**src/hw/rtl/sobel_pkg.sv**
```systemverilog
`timescale 1ns / 1ps
// ============================================================================
// Sobel edge detector package
// Shared constants and types for the Sobel edge detector.
// ============================================================================
package sobel_pkg;

    localparam int MAX_WIDTH_DEF = 1024;
    localparam int HEIGHT_CAP    = 4096;
    localparam int IN_ROW_CAP    = 8191;
    localparam int ADDR_W        = 5;

    localparam logic [ADDR_W-1:0] REG_WIDTH     = 5'd0;
    localparam logic [ADDR_W-1:0] REG_HEIGHT    = 5'd4;
    localparam logic [ADDR_W-1:0] REG_MODE      = 5'd8;
    localparam logic [ADDR_W-1:0] REG_THRESHOLD = 5'd12;
    localparam logic [ADDR_W-1:0] REG_RATIO     = 5'd16;

    localparam logic [1:0] MODE_GX  = 2'd0;
    localparam logic [1:0] MODE_GY  = 2'd1;
    localparam logic [1:0] MODE_MAG = 2'd2;

    typedef struct packed {
        logic [7:0] pixel;
        logic       drain;
    } pix_beat_t;

    typedef struct packed {
        logic [7:0] edge_value;
        logic       frame_last;
    } edge_beat_t;

    typedef struct packed {
        logic [10:0] frame_width;
        logic [12:0] frame_height;
        logic [1:0]  edge_mode;
        logic [7:0]  edge_threshold;
        logic [9:0]  gain_ratio;
    } cfg_t;

    // Commands from the controller to the datapath.
    typedef struct packed {
        logic step;       // latch the frame-last flag of the window result
        logic sqrt_start; // begin the root iteration
        logic sqrt_step;  // one root iteration
        logic finish;     // compute the final value into the output register
    } cmd_t;

    typedef struct packed {
        logic sqrt_done;
    } status_t;

endpackage

```
**src/hw/rtl/sobel_ctrl.sv**
```systemverilog
`timescale 1ns / 1ps
// ============================================================================
// Sobel controller
// Sequences each result through the root unit and holds the output beat.
// ============================================================================
module sobel_ctrl (
    input  logic               clk,
    input  logic               rst_n,
    input  logic               in_valid,
    output logic               in_ready,
    output logic               in_fire,
    input  logic               have_result,
    output logic               out_valid,
    input  logic               out_ready,
    output sobel_pkg::cmd_t    cmd,
    input  sobel_pkg::status_t status
);
    localparam logic [2:0] ST_IDLE = 3'd0;
    localparam logic [2:0] ST_P1   = 3'd1;
    localparam logic [2:0] ST_P2   = 3'd2;
    localparam logic [2:0] ST_SQRT = 3'd3;
    localparam logic [2:0] ST_FIN  = 3'd4;
    localparam logic [2:0] ST_LOAD = 3'd5;

    logic [2:0] state_reg, state_next;
    logic       ov_reg, ov_next;

    assign in_ready  = (state_reg == ST_IDLE);
    assign in_fire   = in_valid && in_ready;
    assign out_valid = ov_reg;

    always_comb
    begin
        state_next      = state_reg;
        ov_next         = ov_reg;
        cmd             = '0;
        if (ov_reg && out_ready)
        begin
            ov_next = 1'b0;
        end
        case (state_reg)
            ST_IDLE:
            begin
                if (in_fire)
                begin
                    state_next = ST_P1;
                end
            end
            ST_P1: state_next = ST_P2;
            ST_P2:
            begin
                if (have_result)
                begin
                    cmd.step   = 1'b1;
                    state_next = ST_LOAD;
                end
                else
                begin
                    state_next = ST_IDLE;
                end
            end
            ST_LOAD:
            begin
                cmd.sqrt_start = 1'b1;
                state_next     = ST_SQRT;
            end
            ST_SQRT:
            begin
                cmd.sqrt_step = 1'b1;
                if (status.sqrt_done)
                begin
                    state_next = ST_FIN;
                end
            end
            ST_FIN:
            begin
                if (!ov_next)
                begin
                    cmd.finish = 1'b1;
                    ov_next    = 1'b1;
                    state_next = ST_IDLE;
                end
            end
            default: state_next = ST_IDLE;
        endcase
    end

    always_ff @(posedge clk or negedge rst_n)
    begin
        if (!rst_n)
        begin
            state_reg <= ST_IDLE;
            ov_reg    <= 1'b0;
        end
        else
        begin
            state_reg <= state_next;
            ov_reg    <= ov_next;
        end
    end

    assert property (@(posedge clk) disable iff (!rst_n) in_fire |=> state_reg == ST_P1)
        else $error("Accepted beat did not start the sequence.");
    assert property (@(posedge clk) disable iff (!rst_n) cmd.finish |=> out_valid)
        else $error("Finished result not presented.");
    assert property (@(posedge clk) disable iff (!rst_n) out_valid && !out_ready |=> out_valid)
        else $error("Stalled result dropped.");
endmodule
```
**config.mk**
```make
export PLATFORM = sky130hd
export DESIGN_NAME = sobel_ctrl
export DESIGN_NICKNAME = d
export VERILOG_FILES = /design/src/hw/rtl/sobel_pkg.sv /design/src/hw/rtl/sobel_ctrl.sv
export SDC_FILE = /design/constraint.sdc
export NUM_CORES = 1
export LEC_CHECK = 0
export BUFFER_PORTS_ARGS = -buffer_cell sky130_fd_sc_hd__buf_2
export CORE_AREA = 2 2 39 41
export DETAILED_ROUTE_END_ITERATION = 12
export DIE_AREA = 0 0 41 43
export GPL_TIMING_DRIVEN = 0
export HOLD_SLACK_MARGIN = 0.12
export PLACE_DENSITY = 0.44
export SKIP_CTS_REPAIR_TIMING = 1
export SLEW_MARGIN = 30
export SYNTH_ARGS = -nofsm -noshare
export SYNTH_HDL_FRONTEND = slang
export SYNTH_SLANG_ARGS = --single-unit
```
**constraint.sdc**
```tcl
create_clock -name clk -period 1.12 [get_ports clk]
set_clock_uncertainty 0.05 [all_clocks]
set_input_delay 0.168 -clock clk [delete_from_list [all_inputs] [get_ports clk]]
set_output_delay 0.168 -clock clk [all_outputs]
set_load 0.01 [all_outputs]
```
==> results of run 1 <==
layout make-up:
| type | instances | area share (%) |
|---|---|---|
| Multi-Input combinational cell | 20 | 36.54 |
| Sequential cell | 4 | 26.60 |
| Timing Repair Buffer | 15 | 25.00 |
| Clock buffer | 3 | 5.769 |
| Tap cell | 16 | 5.128 |
| Inverter | 1 | 0.9615 |
cell usage in the layout, fill, tap and decap left out, types with 2 or more instances in the layout:
cell,synthesis,routed
dfrtp_2,0,3
nor2_1,4,2
clkbuf_4,0,3
buf_2,0,10
buf_6,0,2
nand2_1,3,3
nor2_2,0,2
buf_4,0,2
logic make-up after synthesis:
logic type / Yosys count / synth area share (%)
flip-flops: 4 / 44.45
buffers and inverters: 1 / 1.665
AND/OR/NAND/NOR: 16 / 41.11
AO/OA/AOI/OAI: 4 / 12.78
worst max-delay path by stage:
stage                      start  cells after the start           end
finish              state_reg[2]                      3        cmd[3]
global route        state_reg[0]                      3       in_fire
CTS                 state_reg[2]                      3        cmd[3]
detailed placement  state_reg[2]                      3  state_reg[0]
global placement    state_reg[2]                      3  state_reg[0]
floorplan           state_reg[0]                      3  state_reg[0]
layer usage:
metal | vias to the layer above | track usage (%) | wire length [um]
met5 | - | 0 | 0
met4 | 0 | 2.000 | 0
met3 | 0 | 4.712 | 71
met2 | 14 | 9.063 | 225
met1 | 98 | 10.68 | 273
li1 | 120 | - | -
power by group:
part	internal [mW]	switching, mW	total (mW)
Combinational	0.295	0.213	0.508
Clock	0.120	0.0543	0.174
Sequential	0.217	0.120	0.338
Total	0.632	0.388	1.02
critical path, delay by kind of cell, from the launching register on:
kind,cells,cell delay (ns)
buffers and inverters,1,0.09
DFF,1,0.44
and+or+nand+nor,2,0.38
metrics by stage:
step / worst slack, ns / hold slack [ns] / std cells / utilization, %
2_1_floorplan: -0.05037 / -0.1776 / 25 / -
3_3_place_gp: -0.1579 / -0.07304 / 53 / 22.06
3_5_place_dp: -0.1409 / -0.07557 / 53 / 22.06
4_1_cts: -0.3232 / -0.3256 / 56 / 23.69
5_1_grt: -0.2960 / 0.1954 / 59 / 28.21
6_report: -0.2416 / 0.1764 / 59 / 28.21
==> results.cfg, run 1 <==
[sta]
setup-tns-final_ns = -1.190
hold_viol_final = 0
fmax_ghz = 0.7345
max_slew_margin_pct = 87.92
tightest_slew_ns = 0.1812
fin_ws_ns = -0.2416
fin_crit_sh_pct = 121.6
min_period_ns = 1.362
setup_viol = 7
drv_slew = 0
rsz0062_at_grt = yes

[place]
place_hpwl_um = 396.2
io_buffers = 12
placed_area_um2 = 305.3
gp_congestion = 0.6369

[floorplanning]
num_rows = 14
io_pins = 13
chipWidth_um = 41
core_area_um2 = 1384
die-area_um2 = 1763
floorplan.initialDensity_pct = 16.27
die_y_um = 43

[synthesis]
syn_area_per_cell_um2 = 9.009
syn_area_um2 = 225.2
synth-edff-count = 0
synth_warnings = 0
syn_nets = 31
yosysUniqueCellTypes = 15
synth_top_area_cell = dfrtp_1
synth_ff_type = dfrtp_1
synthCells = 25
seq_area_frac_synth_pct = 44.44
synth.area.top_cells = dfrtp_1, nor2_1, nand2b_1
synth-seq-cells = 4
synthArstFlopShare_pct = 100.0
synth_top_area_share_pct = 44.44
yosys-top-cells-count = dfrtp_1, nor2_1, nand2_1

[worst_setup_path]
r2r_start = state_reg[0]
crit_path_start_kind = flip-flop
cp_slowest_cell = dfrtp_2
worstSetupPathType = reg -> out
crit_path_max_incr_delay_ns = 0.44
crit_path_end_kind = output port
reg2reg_to = state_reg[0]
cp_max_fo = 5
path_cells = nand2b_4 -> and2b_2 -> buf_6
cp.required_ns = 0.90
r2r_cells = 3
crit_arrival_ns = 1.14
rrSetupSlack_ns = -0.14

[finish]
design_area_um2 = 390.4
fill_cells = 152
drive_gt1_share_pct = 65.12
multi_input_area_um2 = 142.6
antenna_cells = 0
seq_area_um2 = 103.9
fin_nets = 51
areaGrowthSynthToFinish_pct = 73.33
largest_reg_flops = 3

[route]
post-route-drc-count = 0
via_per_inst = 3.932
dr.first_iter.drc_count = 1
antenna_left = 0
drt_wl_total_um = 570
dr.pass1.iters = 2
wire_per_inst_um = 9.661
vias = 232

[min_path]
hold_depth = 3
hp-class = in -> reg
hp-start = status
min_to = state_reg[1]

[global_routing]
grt-ovfl-total = 0
grt_pass1_wl_um = 841
grt.total_usage_pct = 7.445
grt_max_degree = 8
grt_antenna_before_repair = 0
grt_pass1_vias = 192

[clock_network]
clk_pin_slew_ns = 0.04
clkSinkCount = 4
cts.path.max_buffers = 2
cts_root_buf = clkbuf_4
h-tree-depth = 1
worst_skew_pair.late_latency_ns = 0.23
cts_tree = yes
cts_made_buffers = 3

[run_status]
violations = setup timing
status = finished, violations left

[power_and_ir_drop]
power_density_nw_per_um2 = 2613
p_leak_nw = 0.2058
ir_drop_v = 0.0008158
power_mw = 1.020

[run]
drv_cap = 0
Power figures use the tool's default switching activity.
==> inputs of run 2 (changes only) <==
--- a/config.mk
+++ b/config.mk
@@ -9,10 +9,12 @@
 export CORE_AREA = 2 2 39 41
 export DETAILED_ROUTE_END_ITERATION = 12
 export DIE_AREA = 0 0 41 43
+export GPL_ROUTABILITY_DRIVEN = 0
 export GPL_TIMING_DRIVEN = 0
 export HOLD_SLACK_MARGIN = 0.12
 export PLACE_DENSITY = 0.44
 export SKIP_CTS_REPAIR_TIMING = 1
+export SKIP_LAST_GASP = 1
 export SLEW_MARGIN = 30
 export SYNTH_ARGS = -nofsm -noshare
 export SYNTH_HDL_FRONTEND = slang
==> results.cfg, run 2 (synthesized netlist as in run 1, its figures left out) <==
[run_status]
status = finished, violations left
violations = setup timing

[sta]
drv_slew = 0
fin_hold_ws_ns = 0.1759
rsz0062_at_grt = yes
setup_viol = 7
fmax_ghz = 0.7311
fin_crit_sh_pct = 122.1
fin_ws_ns = -0.2477
hold_viol_final = 0
tightest_slew_ns = 0.1812
min_period_ns = 1.368
max_slew_margin_pct = 87.92
setup-tns-final_ns = -1.203

[min_path]
hp-class = in -> reg

[route]
antenna_left = 0
wire_per_inst_um = 9.610
dr.pass1.iters = 2
vias = 230
post-route-drc-count = 0
drt_wl_total_um = 567
via_per_inst = 3.898
dr.first_iter.drc_count = 1

[worst_setup_path]
crit_path_start_kind = flip-flop
crit_path_max_incr_delay_ns = 0.44
path_cells = nand2b_4 -> and2b_2 -> buf_2
crit_arrival_ns = 1.15
crit_path_end_kind = output port
cp_max_fo = 5
crit_family = flip-flops
cp_slowest_cell = dfrtp_2
worstSetupPathType = reg -> out
crit_buf_inv = 1
cp.required_ns = 0.90

[place]
dp_cells = 53
place_hpwl_um = 396.2
placed_area_um2 = 305.3
pre_cts_ws_ns = -0.1409
io_buffers = 12

[clock_network]
clkSinkCount = 4
cts_root_buf = clkbuf_4
worst_skew_pair.late_latency_ns = 0.23
clk_pin_slew_ns = 0.04
cts_made_buffers = 3
h-tree-depth = 1
cts_tree = yes
cts.path.max_buffers = 2

[finish]
antenna_cells = 0
layout_common_cells = buf_2, nand2_1, nor2_1, clkbuf_4, dfrtp_2
stdcell_count = 59
design_area_um2 = 381.6
final_common_cell = buf_2
drive_gt1_share_pct = 62.79
largest_reg_flops = 3
areaGrowthSynthToFinish_pct = 69.44
utilization_pct = 27.58
fin_nets = 51
fill_cells = 154

[floorplanning]
die_y_um = 43
num_rows = 14
core_area_um2 = 1384
floorplan.initialDensity_pct = 16.27
io_pins = 13
die-area_um2 = 1763
chipWidth_um = 41

[global_routing]
grt_pass1_vias = 192
grt-ovfl-total = 0
grt_pass1_wl_um = 841
grt.total_usage_pct = 7.445
grt_max_degree = 8
grt_antenna_before_repair = 0

[power_and_ir_drop]
power_density_nw_per_um2 = 2621
power_mw = 1.000
ir_drop_v = 0.0008158
p_leak_nw = 0.2052

[run]
drv_cap = 0
-- run 2: worst register-to-register path: stages, from the launching register on --
cell and delay (ns):
dfrtp_2 0.46, nor2b_1 0.16, o21ba_1 0.16, or3_1 0.30
-- run 2: path summary, 6_finish.rpt --
kind | from | endpoint | slack (ns) | depth (start not counted)
worst max-delay path | state_reg[2] | cmd[3] | -0.25 | 3
worst min-delay path | status | state_reg[1] | 0.18 | 3
worst max register to register | state_reg[0] | state_reg[0] | -0.14 | 3
worst min register to register | out_valid | out_valid | 0.48 | 2
max in group asynchronous | rst_n | state_reg[1] | 0.67 | 2
min in group asynchronous | rst_n | out_valid | 0.22 | 2
-- run 2: layer usage --
layer / GRT usage (%) / vias to the layer above / wire length (um)
li1: - / 120 / -
met4: 2.000 / 0 / 0
met2: 9.063 / 14 / 222
met1: 10.68 / 96 / 274
met3: 4.712 / 0 / 70
met5: 0 / - / 0
-- run 2: where the power goes --
group,internal (mW),switching (mW),total (mW)
logic,0.284,0.205,0.489
clock network,0.120,0.0543,0.174
registers,0.217,0.120,0.338
total,0.621,0.380,1.00
-- run 2: area by class of cell --
cell class	instances	area (um^2)	area share, %
multi-input combinational	20	140.1	36.72
sequential	4	103.9	27.21
timing repair buffer	15	91.34	23.93
clock buffer	3	22.52	5.902
tap	16	20.02	5.246
inverter	1	3.754	0.9836
